===== src/design/ppt_pkg.sv =====
package ppt_pkg;

  localparam int MAX_VERTICES = 64;
  localparam int COORD_W      = 16;
  localparam int IDX_W        = $clog2(MAX_VERTICES);
  localparam int CNT_W        = $clog2(MAX_VERTICES + 1);
  localparam int TOTAL_W      = 7;
  localparam int DIFF_W       = COORD_W + 1;
  localparam int PROD_W       = 2 * DIFF_W;
  localparam int DRAIN_CYC    = 2;
  localparam int DRAIN_W      = $clog2(DRAIN_CYC + 1);

  typedef enum logic [1:0] {
    REQ_APPEND = 2'd0,
    REQ_REMOVE = 2'd1,
    REQ_QUERY  = 2'd2
  } req_t;

  typedef enum logic [2:0] {
    ST_IDLE,
    ST_SCAN,
    ST_CLOSE,
    ST_DRAIN,
    ST_DONE
  } state_t;

  typedef struct packed {
    logic [COORD_W-1:0] x;
    logic [COORD_W-1:0] y;
  } vertex_t;

  // edge from cur (a) to prev (b)
  typedef struct packed {
    logic    vld;
    vertex_t cur;
    vertex_t prev;
  } edge_req_t;

endpackage


===== src/design/ppt_edge.sv =====
module ppt_edge (
  input  logic                         clk,
  input  logic                         rst,
  input  logic                         clear,
  input  ppt_pkg::edge_req_t           req,
  input  logic [ppt_pkg::COORD_W-1:0]  px,
  input  logic [ppt_pkg::COORD_W-1:0]  py,
  output logic                         parity
);
  import ppt_pkg::*;

  logic                     straddle;
  logic                     leftish;
  logic                     s1_vld;
  logic                     s1_dypos;
  logic signed [DIFF_W-1:0] d1;
  logic signed [DIFF_W-1:0] d2;
  logic signed [DIFF_W-1:0] d3;
  logic signed [DIFF_W-1:0] dy;
  logic                     s2_vld;
  logic                     s2_dypos;
  logic signed [PROD_W-1:0] lhs;
  logic signed [PROD_W-1:0] rhs;
  logic                     hit;

  assign straddle = (req.cur.y < py && req.prev.y >= py) ||
                    (req.prev.y < py && req.cur.y >= py);
  assign leftish  = (req.cur.x <= px) || (req.prev.x <= px);

  // stage 1: differences
  always_ff @(posedge clk) begin
    if (rst) begin
      s1_vld <= 1'b0;
    end else begin
      s1_vld <= req.vld && straddle && leftish;
    end
    s1_dypos <= req.prev.y > req.cur.y;
    d1 <= $signed({1'b0, py}) - $signed({1'b0, req.cur.y});
    d2 <= $signed({1'b0, req.prev.x}) - $signed({1'b0, req.cur.x});
    d3 <= $signed({1'b0, px}) - $signed({1'b0, req.cur.x});
    dy <= $signed({1'b0, req.prev.y}) - $signed({1'b0, req.cur.y});
  end

  // stage 2: cross products
  always_ff @(posedge clk) begin
    if (rst) begin
      s2_vld <= 1'b0;
    end else begin
      s2_vld <= s1_vld;
    end
    s2_dypos <= s1_dypos;
    lhs      <= d1 * d2;
    rhs      <= d3 * dy;
  end

  assign hit = s2_dypos ? (lhs < rhs) : (lhs > rhs);

  // stage 3: parity
  always_ff @(posedge clk) begin
    if (rst || clear) begin
      parity <= 1'b0;
    end else if (s2_vld && hit) begin
      parity <= ~parity;
    end
  end

endmodule

===== config.mk =====
export PLATFORM = sky130hd
export DESIGN_NAME = ppt_edge
export DESIGN_NICKNAME = d
export VERILOG_FILES = /design/src/design/ppt_pkg.sv /design/src/design/ppt_edge.sv
export SDC_FILE = /design/constraint.sdc
export NUM_CORES = 2
export LEC_CHECK = 0
export ABC_AREA = 1
export BUFFER_PORTS_ARGS = -buffer_cell sky130_fd_sc_hd__buf_2
export CAP_MARGIN = 25
export CORE_ASPECT_RATIO = 0.6
export CORE_UTILIZATION = 56
export DETAILED_ROUTE_END_ITERATION = 10
export PLACE_DENSITY = 0.76
export SLEW_MARGIN = 20
export SYNTH_ARGS = -nofsm -noshare
export SYNTH_HDL_FRONTEND = slang
export SYNTH_SLANG_ARGS = --single-unit

===== constraint.sdc =====
create_clock -name clk -period 6 [get_ports clk]
set_clock_uncertainty 0.15 [all_clocks]
set_input_delay 0.6 -clock clk [delete_from_list [all_inputs] [get_ports clk]]
set_output_delay 0.6 -clock clk [all_outputs]
set_load 0.01 [all_outputs]

# After elaboration in Yosys (flattened, before gate mapping)
# Cells that the tools add are included.
[totals]
reg_bits = 141
latchBits = 0
mem_bits_rw = 0
romBits = 0
inputBits = 100
out_inout_bits = 1
wordCells = 36
n_memories = 0
[classes]
n_addsub = 4
n_mul = 2
div_mod_pow = 0
magnitude_cmp = 9
n_eq_ne = 0
shift = 0
n_mux = 1
n_bitwise = 1
reduce_logical = 8
[ops]
columns = ["cell", "count"]
rows = [
  ["multiplier 17 x 17 -> 34 bit", 2],
  ["subtractor 16 x 16 -> 17 bit", 4],
  ["> comparator 34 bit", 1],
  ["< comparator 34 bit", 1],
  ["greater-or-equal comparator 16 bit", 2],
  ["less-or-equal comparator 16 bit", 2],
  ["< comparator 16 bit", 2],
  ["> comparator 16 bit", 1],
  ["logical AND 1 bit", 5],
  ["logical OR 1 bit", 3],
  ["2-to-1 mux 1 bit", 1],
  ["NOT 1 bit", 1],
]

# Logic depth before layout (Yosys ltp)
[depth]
depth_word = 5
depth_mapped = 26
depth_no_buf = 24

# Worst setup path before layout
# OpenSTA, ideal clock, no wires.
[synth_timing]
path_type = "flip-flop to flip-flop"
start = "reg d3[16]"
end = "reg rhs[32]"
setup_ps = 120
arrival_time_ps = 5614
required_ps = 5730
slack_ps = 116
path_stages_with_launch = 22
path_buffers = 2
period_less_slack_ps = 5884
cell_sequence = "dfxtp_1 -> clkbuf_1 -> clkbuf_1 -> nand2_1 -> inv_1 -> fa_1 -> fa_1 -> fa_1 -> fa_1 -> fa_1 -> inv_1 -> fa_1 -> inv_1 -> ha_1 -> nand2_1 -> nor4_1 -> nand3b_1 -> nand3_2 -> nand2_1 -> nand2_2 -> a21oi_2 -> xor2_1"
[synth_between]
elab_chain_len = 1
[synth_rtl]
columns = ["item", "line", "source"]
rows = [
  ["start, declared", "ppt_edge.sv:18", "logic signed [DIFF_W-1:0] d3;"],
  ["start signal, assigned", "ppt_edge.sv:40", "d3 <= $signed({1'b0, px}) - $signed({1'b0, req.cur.x});"],
  ["multiplier 17 x 17 -> 34 bit", "ppt_edge.sv:53", "rhs <= d3 * dy;"],
  ["end signal, assigned", "ppt_edge.sv:53", ""],
  ["end, declared", "ppt_edge.sv:23", "logic signed [PROD_W-1:0] rhs;"],
]
# No other way between the ends.
# A chain may end at the register's enable or synchronous reset.

# Worst setup path after layout
[layout_timing]
start = "reg d2[7]"
end = "reg lhs[25]"
[layout_between]
elab_chain_len = 1
[layout_rtl]
columns = ["item", "line", "source"]
rows = [
  ["start, declared", "ppt_edge.sv:17", "logic signed [DIFF_W-1:0] d2;"],
  ["start signal, assigned", "ppt_edge.sv:39", "d2 <= $signed({1'b0, req.prev.x}) - $signed({1'b0, req.cur.x});"],
  ["multiplier 17 x 17 -> 34 bit", "ppt_edge.sv:52", "lhs <= d1 * d2;"],
  ["end signal, assigned", "ppt_edge.sv:52", ""],
  ["end, declared", "ppt_edge.sv:22", "logic signed [PROD_W-1:0] lhs;"],
]
# No other way between the ends.

==> summary.md <==
| Metric | Value |
|---|---|
| Port bufs | 100 |
| Worst EP arrival | 5.99 ns |
| Post-place setup slack | 0.1110 ns |
| Die Area | 55400 sq um |
| Initial antenna violation count | 4 |
| Pin count of the biggest net entering global routing | 18 |
| Multi-input logic area | 22910 sq um |
| Status | finished clean |
| Cell taking the most area after synthesis | fa_1 |
| Starting DRT DRC Count | 2464 |
| Cell row count | 65 |
| Total Routing Usage GR | 30.78% |
| Max Fclk | 172.8 MHz |
| Die Y | 182.7 um |
| Root Driver | clkbuf_16 |
| EDFF count, synth | 0 |
| Chip Width | 303.2 um |
| Async set-reset flop share out of synthesis | 0% |
| Synth Area per Inst | 8.013 sq um |
| Worst path cell trace | buf_4 > nand2_1 > inv_1 > fa_1 > inv_1 > fa_1 > fa_1 > inv_1 > fa_1 > fa_1 > inv_1 > fa_1 > inv_1 > ha_1 > nand2_1 > nor4_1 > nand2_1 > nand3_2 > a21oi_2 > o21bai_1 > xor2_1 |
| Synth area leaders | fa_1 39%, inv_1 14%, ha_1 12% |
| Detailed-route vias per instance | 5.194 |
| CP delay by family, top | adder cells |
| Reg area | 2849 sq um |
| Max Cap Viol | 0 |
| Fill count | 4479 |
| Max incr delay on CP | 0.52 ns |
| DR pass1 iterations | 6 |
| Post-synthesis sequential area ratio | 9.260% |
| Starting Density | 57.40% |
| Total grt overflow | 0 |
| Final HPWL DP | 70.23 mm |
| Kind of end point of the critical path | register |
| Final Slew Violations | 0 |
| CTS clk-pin slew, worst paths | 0.06 ns |
| IO Count | 101 |
| Synth cell types | 46 |
| CTS tree | built |
| Prevailing post-synth register cell | dfxtp_1 |
| Gpl congestion | 1.024 |
| Crit path max-delay cell type | fa_1 |
| Most Frequent Cell on Critical Path | fa_1 |
| Syn_nets | 4800 |
| Synthesized instance count | 3804 |
| Post-Synthesis Cell Area | 30480 sq um |
| Post-route minimum period | 5.786 ns |
| H-tree levels | 4 |
| Setup violators final | 0 |
| Worst Tran Pin Value | 0.5969 ns |
| Clk_lat worst skew | 0.45 ns |
| Num Clock Sinks | 141 |
| Buf+Inv Stages, Crit Path | 6 |
| First-pass GRT wire length | 131.0 mm |
| Ys Warns | 0 |
| CP Max Fanout | 9 |
| Total Wirelength | 80.42 mm |
| CP startpoint kind | register |
| Final Hold Fails | 0 |
| Num CTS Buffers | 17 |
| Number of remaining DRC errors | 0 |
| Post-layout nets | 4929 |
| Fin crit share | 96.43% |
| Post-DR wirelength/cell | 17.29 um |
| Vias | 24160 |
| Critical path type | reg2reg |
| Setup WS post-layout | 0.2142 ns |
| Max-Slew Margin vs Limit | 60.06% |
| Syn-to-layout area delta | 9.165% |
| Share of the synthesized area in the top cell type | 39.14% |
| Buffer depth of the longest clock path | 2 |
| Antenna Nets Post-Route | 0 |
| Synth Register Bits | 141 |
| Vias in the first global route | 24630 |
| CP Data Required Time | 6.20 ns |
| Layout cell share with drive strength beyond 1 | 9.250% |
| Core area | 53110 sq um |
| Hold Path Class | in2reg |
## stage by stage
step / TNS, ns / instance area [sq um] / util [%] / instances / hold slack, ns
floorplan: 0 / 30480 / - / 3804 / 0.1596
global route: -0.08289 / 33280 / 62.66 / 4651 / 0.2126
global placement: 0 / 32510 / 61.22 / 4610 / 0.3281
finish: 0 / 33280 / 62.66 / 4651 / 0.2088
CTS: 0 / 33090 / 62.30 / 4642 / 0.1972
detailed placement: 0 / 32510 / 61.22 / 4610 / 0.3417
## layer usage
metal,up-vias,GRT usage (%),share of wire [%]
li1,11240,-,-
met1,11500,46.53,46
met2,1326,42.31,39
met3,86,11.40,14
met4,2,4.764,1.4
met5,-,0,0.025
## layout by cell type (no fill, tap or decap), drive strengths merged, types with 9 or more instances in the layout
cell type and instances:
nand3b 11, a221oi 9, xnor2 51, ha 300
o21ai 66, nor2 127, fa 596, a21oi 140
inv 1158, o21bai 16, nand2 818, nor3 24
buf 244, a21o 22, clkbuf 18, nand4 17
xor2 78, a31oi 13, nand3 47, dfxtp 141
## final cells by class
| class | count | area share, % |
|---|---|---|
| antenna | 2 | 0.01504 |
| clock buffer | 18 | 1.320 |
| clock inverter | 14 | 0.4023 |
| inverter | 1154 | 13.03 |
| multi-input combinational | 2375 | 68.84 |
| sequential | 141 | 8.561 |
| tap | 703 | 2.643 |
| timing repair buffer | 244 | 5.189 |
## what timing repair did
action,4_1_cts,5_1_grt
endpoints found under the setup margin,0,25
endpoints found under the hold margin,0,0
resized for setup,0,52
buffers inserted,0,6
hold buffers,0,0
## path summary, 6_finish.rpt
check                        start                end  slack [ns]  depth (start not counted)
hold / removal                 rst  s2_vld$_SDFF_PP0_        0.21                          2
setup / recovery     d2[7]$_DFF_P_    lhs[25]$_DFF_P_        0.21                         21
hold reg to reg   s1_dypos$_DFF_P_   s2_dypos$_DFF_P_        0.36                          0
setup reg to reg     d2[7]$_DFF_P_    lhs[25]$_DFF_P_        0.21                         21
## cells by family (layout without fill, tap and decap cells)
group                    after synthesis  in the layout  synth area share [%]
buffers and inverters               1288           1430                 15.86
AND/OR/NAND/NOR                     1058           1058                 13.85
AO/OA/AOI/OAI                        292            292                 5.870
other                                  0              2                     0
flip-flops                           141            141                 9.260
adder cells (fa/ha/maj)              896            896                 51.46
XOR/XNOR                             129            129                 3.706
## Yosys cell counts, types with 5 or more instances
library cell  number
a221oi_1           9
nand3_1           43
o21bai_1          13
nor2_1           126
inv_1           1152
a21o_1            22
fa_1             596
clkbuf_1         132
nand2_2            5
a21oi_1          126
o211ai_1           5
xor2_1            78
ha_1             300
a21oi_2           13
a211oi_1           7
nor3_1            23
nand2_1          813
xnor2_1           51
a31oi_1           13
dfxtp_1          141
nand3b_1          11
or2_2              8
o21ai_0           53
o21ai_2            8
o21ai_1            5
nand4_1           17
## registers in the layout, indices dropped and copies added, names as in the netlist
register and cells:
d1 17, d2 17, d3 17, dy 17, lhs 34, parity 1
rhs 34, s1_dypos 1, s1_vld 1, s2_dypos 1, s2_vld 1
Power is left out: the tool's default activity adds up to more than one toggle a clock period on the data nets, which glitch-free logic cannot reach.
